## src/rtl/sha256_pkg.sv

```systemverilog
// Package: widths, codes, round constants and round functions for the SHA-256 unit.
package sha256_pkg;

  localparam int unsigned OpW      = 2;
  localparam int unsigned ByteW    = 8;
  localparam int unsigned WordW    = 32;
  localparam int unsigned IdxW     = 3;
  localparam int unsigned NumWords = 8;
  localparam int unsigned BlkWords = 16;
  localparam int unsigned Rounds   = 64;
  localparam int unsigned LenW     = 61;

  typedef enum logic [OpW-1:0] {
    OP_ABSORB        = 2'd0,
    OP_ABSORB_FINISH = 2'd1,
    OP_FINISH        = 2'd2
  } op_e;

  typedef enum logic [2:0] {
    ST_IDLE,
    ST_PREP,
    ST_ROUND,
    ST_ADD,
    ST_EMIT
  } state_e;

  // Layout of one block: bytes below limit come from the buffer,
  // pad puts 0x80 at limit, len puts the bit length in the last 8 bytes.
  typedef struct packed {
    logic [6:0] limit;
    logic       pad;
    logic       len;
  } blk_t;

  localparam logic [WordW-1:0] IV [NumWords] = '{
    32'h6A09E667, 32'hBB67AE85, 32'h3C6EF372, 32'hA54FF53A,
    32'h510E527F, 32'h9B05688C, 32'h1F83D9AB, 32'h5BE0CD19
  };

  localparam logic [WordW-1:0] K [Rounds] = '{
    32'h428A2F98, 32'h71374491, 32'hB5C0FBCF, 32'hE9B5DBA5,
    32'h3956C25B, 32'h59F111F1, 32'h923F82A4, 32'hAB1C5ED5,
    32'hD807AA98, 32'h12835B01, 32'h243185BE, 32'h550C7DC3,
    32'h72BE5D74, 32'h80DEB1FE, 32'h9BDC06A7, 32'hC19BF174,
    32'hE49B69C1, 32'hEFBE4786, 32'h0FC19DC6, 32'h240CA1CC,
    32'h2DE92C6F, 32'h4A7484AA, 32'h5CB0A9DC, 32'h76F988DA,
    32'h983E5152, 32'hA831C66D, 32'hB00327C8, 32'hBF597FC7,
    32'hC6E00BF3, 32'hD5A79147, 32'h06CA6351, 32'h14292967,
    32'h27B70A85, 32'h2E1B2138, 32'h4D2C6DFC, 32'h53380D13,
    32'h650A7354, 32'h766A0ABB, 32'h81C2C92E, 32'h92722C85,
    32'hA2BFE8A1, 32'hA81A664B, 32'hC24B8B70, 32'hC76C51A3,
    32'hD192E819, 32'hD6990624, 32'hF40E3585, 32'h106AA070,
    32'h19A4C116, 32'h1E376C08, 32'h2748774C, 32'h34B0BCB5,
    32'h391C0CB3, 32'h4ED8AA4A, 32'h5B9CCA4F, 32'h682E6FF3,
    32'h748F82EE, 32'h78A5636F, 32'h84C87814, 32'h8CC70208,
    32'h90BEFFFA, 32'hA4506CEB, 32'hBEF9A3F7, 32'hC67178F2
  };

  function automatic logic [WordW-1:0] bsig0(input logic [WordW-1:0] x);
    return {x[1:0], x[31:2]} ^ {x[12:0], x[31:13]} ^ {x[21:0], x[31:22]};
  endfunction

  function automatic logic [WordW-1:0] bsig1(input logic [WordW-1:0] x);
    return {x[5:0], x[31:6]} ^ {x[10:0], x[31:11]} ^ {x[24:0], x[31:25]};
  endfunction

  function automatic logic [WordW-1:0] ssig0(input logic [WordW-1:0] x);
    return {x[6:0], x[31:7]} ^ {x[17:0], x[31:18]} ^ {3'b000, x[31:3]};
  endfunction

  function automatic logic [WordW-1:0] ssig1(input logic [WordW-1:0] x);
    return {x[16:0], x[31:17]} ^ {x[18:0], x[31:19]} ^ {10'd0, x[31:10]};
  endfunction

  function automatic logic [WordW-1:0] choose(input logic [WordW-1:0] e,
                                              input logic [WordW-1:0] f,
                                              input logic [WordW-1:0] g);
    return (e & f) ^ (~e & g);
  endfunction

  function automatic logic [WordW-1:0] majority(input logic [WordW-1:0] a,
                                                input logic [WordW-1:0] b,
                                                input logic [WordW-1:0] c);
    return (a & b) ^ (a & c) ^ (b & c);
  endfunction

endpackage

```

## src/rtl/sha256_msg_if.sv

```systemverilog
// Interface: message byte channel (valid/ready plus operation and byte).
interface sha256_msg_if;
  logic                               valid;
  logic                               ready;
  logic [sha256_pkg::OpW-1:0]         operation;
  logic [sha256_pkg::ByteW-1:0]       data_byte;

  modport source (output valid, output operation, output data_byte, input ready);
  modport sink   (input valid, input operation, input data_byte, output ready);
endinterface

```

## src/rtl/sha256_dig_if.sv

```systemverilog
// Interface: digest word channel (valid/ready plus word, index and last flag).
interface sha256_dig_if;
  logic                               valid;
  logic                               ready;
  logic [sha256_pkg::WordW-1:0]       digest_word;
  logic [sha256_pkg::IdxW-1:0]        word_index;
  logic                               last_word;

  modport source (output valid, output digest_word, output word_index, output last_word,
                  input ready);
  modport sink   (input valid, input digest_word, input word_index, input last_word,
                  output ready);
endinterface

```

## src/rtl/sha256_stream_hash_unit.sv

```systemverilog
// Top level: SHA-256 over a byte stream, one round per cycle on a shared round unit.
// Absorb: a byte that leaves its block open keeps the unit ready; one that completes a 64-byte
// block starts a compression (prefetch, 64 rounds, chain add). A finish runs one or two such
// compressions, then presents 8 digest words, one per cycle while the sink is ready. The round
// unit, one round a cycle, sets the rate; no input transaction is taken while it is busy.
// Reset (async, active low) loads the initial hash and clears counts; the buffer is not cleared.
module sha256_stream_hash_unit (
  input  logic          clk_i,
  input  logic          rst_ni,
  sha256_msg_if.sink    msg_i,
  sha256_dig_if.source  dig_o
);

  localparam logic [5:0] LastRnd  = 6'(sha256_pkg::Rounds - 1);
  localparam logic [2:0] LastWord = 3'(sha256_pkg::NumWords - 1);
  localparam logic [6:0] FullBlk  = 7'd64;
  // Last fill that still leaves room for the 8 length bytes after 0x80.
  localparam logic [6:0] MaxOneBlk = 7'd55;

  // ---------------------------------------------------------------------------
  // State
  // ---------------------------------------------------------------------------
  sha256_pkg::state_e state_q, state_d;
  logic [5:0]  rnd_q, rnd_d;
  logic [2:0]  emit_q;
  logic [5:0]  fill_q;
  logic [sha256_pkg::LenW-1:0] len_q;
  sha256_pkg::blk_t blk_q, nxt_q;
  logic        nxt_vld_q;
  logic        fin_q;

  logic [sha256_pkg::WordW-1:0] h_q [sha256_pkg::NumWords];
  logic [sha256_pkg::WordW-1:0] v_q [sha256_pkg::NumWords];
  // Schedule window: w_q[0] oldest (W[i-16]), w_q[15] newest (W[i-1]).
  logic [sha256_pkg::WordW-1:0] w_q [sha256_pkg::BlkWords];

  // Block buffer: 16 big-endian words, byte writes, registered read.
  logic [sha256_pkg::WordW-1:0] mem [sha256_pkg::BlkWords];
  logic [sha256_pkg::WordW-1:0] rd_q;
  logic [3:0]                   rd_addr;

  // ---------------------------------------------------------------------------
  // Input decode and block planning
  // ---------------------------------------------------------------------------
  logic             msg_xfer, dig_xfer;
  logic             is_abs, is_fin, start;
  logic [6:0]       fill_sum;
  sha256_pkg::blk_t blk_new, nxt_new;
  logic             nxt_vld_new;

  assign msg_xfer = msg_i.valid && msg_i.ready;
  assign dig_xfer = dig_o.valid && dig_o.ready;

  always_comb begin
    is_abs = 1'b0;
    is_fin = 1'b0;
    case (sha256_pkg::op_e'(msg_i.operation))
      sha256_pkg::OP_ABSORB: begin
        is_abs = 1'b1;
      end
      sha256_pkg::OP_ABSORB_FINISH: begin
        is_abs = 1'b1;
        is_fin = 1'b1;
      end
      sha256_pkg::OP_FINISH: begin
        is_fin = 1'b1;
      end
      default: begin
        // unused code: transaction taken, nothing happens
      end
    endcase
  end

  assign fill_sum = {1'b0, fill_q} + {6'd0, is_abs};

  // A full buffer compresses as is; a finish then needs a pad-only block.
  // A finish with 56..63 bytes pending needs a second block for the length.
  always_comb begin
    blk_new     = '{limit: fill_sum, pad: 1'b1, len: 1'b1};
    nxt_new     = '{limit: 7'd0, pad: 1'b0, len: 1'b1};
    nxt_vld_new = 1'b0;
    start       = 1'b0;
    if (fill_sum[6]) begin
      blk_new     = '{limit: FullBlk, pad: 1'b0, len: 1'b0};
      nxt_new     = '{limit: 7'd0, pad: 1'b1, len: 1'b1};
      nxt_vld_new = is_fin;
      start       = 1'b1;
    end else if (is_fin) begin
      start = 1'b1;
      if (fill_sum > MaxOneBlk) begin
        blk_new     = '{limit: fill_sum, pad: 1'b1, len: 1'b0};
        nxt_vld_new = 1'b1;
      end
    end
  end

  // ---------------------------------------------------------------------------
  // Sequencer
  // ---------------------------------------------------------------------------
  always_comb begin
    state_d = state_q;
    case (state_q)
      sha256_pkg::ST_IDLE: begin
        if (msg_xfer && start) state_d = sha256_pkg::ST_PREP;
      end
      sha256_pkg::ST_PREP: begin
        state_d = sha256_pkg::ST_ROUND;
      end
      sha256_pkg::ST_ROUND: begin
        if (rnd_q == LastRnd) state_d = sha256_pkg::ST_ADD;
      end
      sha256_pkg::ST_ADD: begin
        if (nxt_vld_q)  state_d = sha256_pkg::ST_PREP;
        else if (fin_q) state_d = sha256_pkg::ST_EMIT;
        else            state_d = sha256_pkg::ST_IDLE;
      end
      sha256_pkg::ST_EMIT: begin
        if (dig_xfer && emit_q == LastWord) state_d = sha256_pkg::ST_IDLE;
      end
      default: begin
        state_d = sha256_pkg::ST_IDLE;
      end
    endcase
  end

  always_comb begin
    rnd_d   = rnd_q;
    rd_addr = rnd_q[3:0] + 4'd1;
    case (state_q)
      sha256_pkg::ST_PREP: begin
        rnd_d   = 6'd0;
        rd_addr = 4'd0;
      end
      sha256_pkg::ST_ROUND: begin
        rnd_d = rnd_q + 6'd1;
      end
      default: begin
      end
    endcase
  end

  // Handshake and result outputs.
  always_comb begin
    msg_i.ready       = (state_q == sha256_pkg::ST_IDLE);
    dig_o.valid       = (state_q == sha256_pkg::ST_EMIT);
    dig_o.digest_word = h_q[emit_q];
    dig_o.word_index  = emit_q;
    dig_o.last_word   = (emit_q == LastWord);
  end

  // ---------------------------------------------------------------------------
  // Control registers and chaining value
  // ---------------------------------------------------------------------------
  always_ff @(posedge clk_i or negedge rst_ni) begin
    if (!rst_ni) begin
      state_q   <= sha256_pkg::ST_IDLE;
      rnd_q     <= '0;
      emit_q    <= '0;
      fill_q    <= '0;
      len_q     <= '0;
      blk_q     <= '0;
      nxt_q     <= '0;
      nxt_vld_q <= 1'b0;
      fin_q     <= 1'b0;
      for (int k = 0; k < sha256_pkg::NumWords; k++) h_q[k] <= sha256_pkg::IV[k];
    end else begin
      state_q <= state_d;
      rnd_q   <= rnd_d;
      if (msg_xfer) begin
        if (is_abs) begin
          fill_q <= fill_sum[5:0];
          len_q  <= len_q + {{(sha256_pkg::LenW-1){1'b0}}, 1'b1};
        end
        if (start) begin
          blk_q     <= blk_new;
          nxt_q     <= nxt_new;
          nxt_vld_q <= nxt_vld_new;
          fin_q     <= is_fin;
        end
      end
      if (state_q == sha256_pkg::ST_ADD) begin
        for (int k = 0; k < sha256_pkg::NumWords; k++) h_q[k] <= h_q[k] + v_q[k];
        if (nxt_vld_q) begin
          blk_q     <= nxt_q;
          nxt_vld_q <= 1'b0;
        end
      end
      if (dig_xfer) begin
        emit_q <= emit_q + 3'd1;
        if (emit_q == LastWord) begin
          // message done: back to the initial state
          fill_q <= '0;
          len_q  <= '0;
          fin_q  <= 1'b0;
          for (int k = 0; k < sha256_pkg::NumWords; k++) h_q[k] <= sha256_pkg::IV[k];
        end
      end
    end
  end

  // ---------------------------------------------------------------------------
  // Block buffer
  // ---------------------------------------------------------------------------
  always_ff @(posedge clk_i) begin
    if (msg_xfer && is_abs) begin
      for (int j = 0; j < 4; j++) begin
        if (fill_q[1:0] == 2'(3 - j)) mem[fill_q[5:2]][8*j +: 8] <= msg_i.data_byte;
      end
    end
    rd_q <= mem[rd_addr];
  end

  // Message word for rounds 0..15: buffer bytes, 0x80, zeros or length bytes.
  logic [63:0]                  len_bits;
  logic [sha256_pkg::WordW-1:0] len_word, blk_word;
  logic [6:0]                   pos;

  assign len_bits = {len_q, 3'b000};
  assign len_word = rnd_q[0] ? len_bits[31:0] : len_bits[63:32];

  always_comb begin
    blk_word = '0;
    pos      = '0;
    for (int j = 0; j < 4; j++) begin
      pos = {1'b0, rnd_q[3:0], 2'(j)};
      if (pos < blk_q.limit) begin
        blk_word[8*(3-j) +: 8] = rd_q[8*(3-j) +: 8];
      end else if (blk_q.pad && pos == blk_q.limit) begin
        blk_word[8*(3-j) +: 8] = 8'h80;
      end else if (blk_q.len && rnd_q[3:1] == 3'b111) begin
        blk_word[8*(3-j) +: 8] = len_word[8*(3-j) +: 8];
      end
    end
  end

  // ---------------------------------------------------------------------------
  // Round unit and schedule
  // ---------------------------------------------------------------------------
  logic [sha256_pkg::WordW-1:0] w_new, w_cur, t1, t2;

  assign w_new = sha256_pkg::ssig1(w_q[14]) + w_q[9] + sha256_pkg::ssig0(w_q[1]) + w_q[0];
  assign w_cur = (rnd_q[5:4] == 2'b00) ? blk_word : w_new;
  assign t1 = v_q[7] + sha256_pkg::bsig1(v_q[4]) +
              sha256_pkg::choose(v_q[4], v_q[5], v_q[6]) + sha256_pkg::K[rnd_q] + w_cur;
  assign t2 = sha256_pkg::bsig0(v_q[0]) + sha256_pkg::majority(v_q[0], v_q[1], v_q[2]);

  always_ff @(posedge clk_i) begin
    if (state_q == sha256_pkg::ST_PREP) begin
      for (int k = 0; k < sha256_pkg::NumWords; k++) v_q[k] <= h_q[k];
    end
    if (state_q == sha256_pkg::ST_ROUND) begin
      v_q[7] <= v_q[6];
      v_q[6] <= v_q[5];
      v_q[5] <= v_q[4];
      v_q[4] <= v_q[3] + t1;
      v_q[3] <= v_q[2];
      v_q[2] <= v_q[1];
      v_q[1] <= v_q[0];
      v_q[0] <= t1 + t2;
      for (int k = 0; k < sha256_pkg::BlkWords - 1; k++) w_q[k] <= w_q[k+1];
      w_q[sha256_pkg::BlkWords-1] <= w_cur;
    end
  end

endmodule

```

## src/flat_wrapper.sv

```systemverilog
// flat-port wrapper written by rule: the top's interface ports become plain ports
module sha256_stream_hash_unit_flat 
  (clk_i, rst_ni, msg_i_valid, msg_i_operation, msg_i_data_byte, msg_i_ready, dig_o_valid, dig_o_digest_word, dig_o_word_index, dig_o_last_word, dig_o_ready);
  sha256_msg_if msg_i_i ();
  sha256_dig_if dig_o_i ();
  input  logic clk_i;
  input  logic rst_ni;
  input wire logic [$bits(msg_i_i.valid)-1:0] msg_i_valid;
  input wire logic [$bits(msg_i_i.operation)-1:0] msg_i_operation;
  input wire logic [$bits(msg_i_i.data_byte)-1:0] msg_i_data_byte;
  output wire logic [$bits(msg_i_i.ready)-1:0] msg_i_ready;
  output wire logic [$bits(dig_o_i.valid)-1:0] dig_o_valid;
  output wire logic [$bits(dig_o_i.digest_word)-1:0] dig_o_digest_word;
  output wire logic [$bits(dig_o_i.word_index)-1:0] dig_o_word_index;
  output wire logic [$bits(dig_o_i.last_word)-1:0] dig_o_last_word;
  input wire logic [$bits(dig_o_i.ready)-1:0] dig_o_ready;
  assign msg_i_i.valid = msg_i_valid;
  assign msg_i_i.operation = msg_i_operation;
  assign msg_i_i.data_byte = msg_i_data_byte;
  assign msg_i_ready = msg_i_i.ready;
  assign dig_o_valid = dig_o_i.valid;
  assign dig_o_digest_word = dig_o_i.digest_word;
  assign dig_o_word_index = dig_o_i.word_index;
  assign dig_o_last_word = dig_o_i.last_word;
  assign dig_o_i.ready = dig_o_ready;
  sha256_stream_hash_unit u_core (.clk_i(clk_i), .rst_ni(rst_ni), .msg_i(msg_i_i), .dig_o(dig_o_i));
endmodule
```

## config.mk

```make
export PLATFORM = sky130hd
export DESIGN_NAME = sha256_stream_hash_unit_flat
export DESIGN_NICKNAME = d
export VERILOG_FILES = /design/src/rtl/sha256_pkg.sv /design/src/rtl/sha256_msg_if.sv /design/src/rtl/sha256_dig_if.sv /design/src/rtl/sha256_stream_hash_unit.sv /design/src/flat_wrapper.sv
export SDC_FILE = /design/constraint.sdc
export NUM_CORES = 2
export LEC_CHECK = 0
export ABC_AREA = 0
export ABC_CLOCK_PERIOD_IN_PS = 15300
export CAP_MARGIN = 20
export CORE_UTILIZATION = 26
export DETAILED_ROUTE_END_ITERATION = 8
export DONT_BUFFER_PORTS = 1
export PLACE_DENSITY = 0.5
export SLEW_MARGIN = 20
export SYNTH_ARGS = -nofsm -noshare
export SYNTH_HDL_FRONTEND = slang
export SYNTH_SLANG_ARGS = --single-unit
```

## constraint.sdc

```tcl
create_clock -name clk_i -period 15.3 [get_ports clk_i]
set_input_delay 0.765 -clock clk_i [delete_from_list [all_inputs] [get_ports clk_i]]
set_output_delay 0.765 -clock clk_i [all_outputs]
set_load 0.05 [all_outputs]
```

==> impl_metrics.csv <==
group,metric,value,unit
status,outcome,"finished, final reports clean",
clock_tree,cts_buffers,197,
routing,antenna_violating_nets_post_route,0,
worst_setup_path,worst-setup-path-type,"reg -> reg",
routing,totalWireLength,304000,µm
die,core_area,0.353,mm²
timing,slew_violations,0,
synth,synthesis.nets,8795,
die,num_rows,218,
routing,drt_pass1_iterations,6,
global_routing,grt_pass1_wl,444000,µm
timing,fmax,0.0923,GHz
routing,remaining_drc_errors,0,
global_routing,grt_max_degree,346,
flow_run,maxCapViolCount,0,
routing,drt_iter0_drc,5870,
worst_setup_path,cp_slowest_stage_delay,0.79,ns
placement,port_buffers,0,
die,die_w,598,µm
finish,area_growth,12.8,%
global_routing,antenna_found_initial,18,
clock_tree,insertion_delay,0.89,ns
worst_setup_path,path_common_cell,"o21ai_0",
die,dieArea,0.357,mm²
worst_setup_path,arrival,11.36,ns
synth,synth_enable_flop_cells,1280,
clock_tree,clk_path_buf_depth,4,
global_routing,gr-usage-all-layers,16.6,%
die,die-height,598,µm
synth,syn_area,0.0922,mm²
worst_setup_path,end_kind,"register",
finish,finalNonFillerCells,13000,
clock_tree,cts_max_level,4,
routing,wire_per_inst,23.4,µm
synth,yosys_most_used_dff,"edfxtp_1",
global_routing,grt_pass1_vias,63500,
clock_tree,cts_root_buffer,"clkbuf_16",
worst_setup_path,cp.required,15.83,ns
die,io_pins,52,
timing,rsz0062_at_grt,"no",
die,start_util,26.2,%
finish,drive_above_1_share,10.1,%
synth,ys.warnings.count,0,
routing,vias,64700,
timing,timing.final.crit_share,70.8,%
timing,worstMarginPinSlew,1.22,ns
placement,place_congestion,0.912,
timing,skew,0.0800,ns
clock_tree,clkTransAtPathRegs,0.06,ns
timing,period_needed,10.83,ns
synth,syn_avg_cell_area,11.3,µm²
clock_tree,numClockSinks,1660,
placement,placed_cells,12600,
placement,dp_slack,4.67,ns
clock_tree,post-cts-setup-buffer-count,0,
worst_setup_path,critPathSlowestCell,"dfrtp_1",
synth,async_flop_share,21.0,%
timing,slew_headroom,18.0,%
routing,vias_per_cell,4.99,
timing,setup_slack,4.47,ns
hold_path,holdCritPathClass,"in -> reg",
worst_setup_path,crit_fanout,17,
timing,hold_viol_final,0,
placement,dp_hpwl,214000,µm
finish,final_util,29.5,%
worst_setup_path,startpoint_type,"register",
timing,setup_viol,0,
synth,synth_cell_type_count,95,
finish,nets,8681,
timing,fin_setup_tns,0,ns
global_routing,gr-total-overflow,0,
synth,synth-seq-cells,1660,
synth,synthCells,8180,
clock_tree,cts_tree,"yes",
synth,ys_seq_area_share,52.0,%
## final timing paths
path / startpoint / to / slack (ns) / depth (start not counted)
worst max-delay path: u_core.rnd_q[1] / u_core.v_q[0][30] / 4.47 / 37
worst min-delay path: msg_i_data_byte[4] / u_core.mem[15][28] / 0.07 / 0
worst max register to register: u_core.rnd_q[1] / u_core.v_q[0][30] / 4.47 / 37
worst min register to register: u_core.w_q[0][147] / u_core.w_q[0][115] / 0.39 / 0
max in group asynchronous: rst_ni / u_core.len_q[48] / 13.26 / 4
min in group asynchronous: rst_ni / u_core.h_q[176] / 0.37 / 2
## layout make-up
| cell class | instances | area (µm²) |
|---|---|---|
| flip-flops and latches | 1660 | 48000 |
| repair buffers | 89 | 951 |
| diodes | 5 | 12.5 |
| clock inverters | 104 | 993 |
| inverters | 376 | 1430 |
| fillers | 35900 | 249000 |
| well taps | 4730 | 5920 |
| multi-input cells | 5742 | 41500 |
| clock buffers | 259 | 5320 |
## sequential cells by signal (all words and copies together) (netlist names), 9 cells and up
| signal | count |
|---|---|
| u_core.mem | 512 |
| u_core.w_q | 512 |
| u_core.h_q | 256 |
| u_core.v_q | 256 |
| u_core.len_q | 61 |
| u_core.rd_q | 32 |
| u_core.blk_q | 9 |
## logic make-up after synthesis
family,synth area share (%)
adders and majority gates,9.94
AOI/OAI and AO/OA,13.2
buffers and inverters,3.17
muxes,5.44
DFF,52.0
and+or+nand+nor,10.4
xor gates and xnor gates,5.83
## synthesized netlist by cell type (all sizes together) (195+ instances only)
cell    count  area (µm²)
ha        406        5080
dfrtp     212        5310
inv       372        1400
nand2    1223        4590
nor2      419        1580
edfxtp   1280       38400
xnor2     383        3360
o21ai     450        2250
fa        195        3900
xor2      227        1990
clkbuf    344        1290
a21oi     526        2630
## per-layer routing
layer  wire length, µm  GRT usage [%]  vias to the layer above
li1                  -              -                    29500
met1            139000           23.4                    32900
met2            138000           26.3                     2004
met3             16800           2.25                      406
met4              9500           5.01                        6
met5                49              0                        -
## cell usage in the layout (no fill, tap or decap), drive strengths merged, types with 21 or more instances in the layout
cell type | Yosys | routed
o31ai | 32 | 32
inv | 372 | 377
a21oi | 526 | 526
dfxtp | 32 | 32
mux2 | 170 | 170
a22oi | 40 | 40
a22o | 33 | 33
or3 | 42 | 42
edfxtp | 1280 | 1280
and3 | 40 | 40
clkinv | 4 | 82
mux4 | 69 | 69
o21a | 37 | 37
buf | 58 | 86
ha | 406 | 406
o21ai | 450 | 450
mux2i | 155 | 155
a21o | 188 | 188
dfrtp | 212 | 212
o211ai | 93 | 93
a31oi | 118 | 118
a221oi | 74 | 74
xnor2 | 383 | 383
nor3 | 83 | 83
o32ai | 34 | 34
nand2b | 62 | 62
or2 | 23 | 23
nor2 | 419 | 419
nand4 | 34 | 34
clkbuf | 344 | 260
o21bai | 57 | 57
fa | 195 | 195
and2 | 22 | 22
o311ai | 21 | 21
dfstp | 136 | 136
xor2 | 227 | 227
nand2 | 1223 | 1223
nor2b | 48 | 48
a211oi | 55 | 55
nand3 | 130 | 130
## stage by stage
stage          cell area (µm²)  hold slack [ns]
2_1_floorplan            92200            0.400
3_3_place_gp             97400            0.400
3_5_place_dp             97400            0.405
4_1_cts                 104000         0.000583
5_1_grt                 104000           0.0252
6_report                104000           0.0652
## critical path: cells and delay by family, from the launching register on
family / cells / cell delay (ns)
DFF: 1 / 0.79
adders and majority gates: 8 / 3.59
muxes: 1 / 0.54
AOI/OAI and AO/OA: 17 / 3.47
and+or+nand+nor: 4 / 0.77
buffers and inverters: 5 / 0.89
xor gates and xnor gates: 2 / 0.42
## what timing repair did
action	CTS	global route
endpoints found under the hold margin	855	10
resized for setup	0	0
endpoints found under the setup margin	0	0
hold buffers	10	1
Power is not shown: default switching activity piles up to over one toggle a cycle in this logic, so the estimate is an artifact.
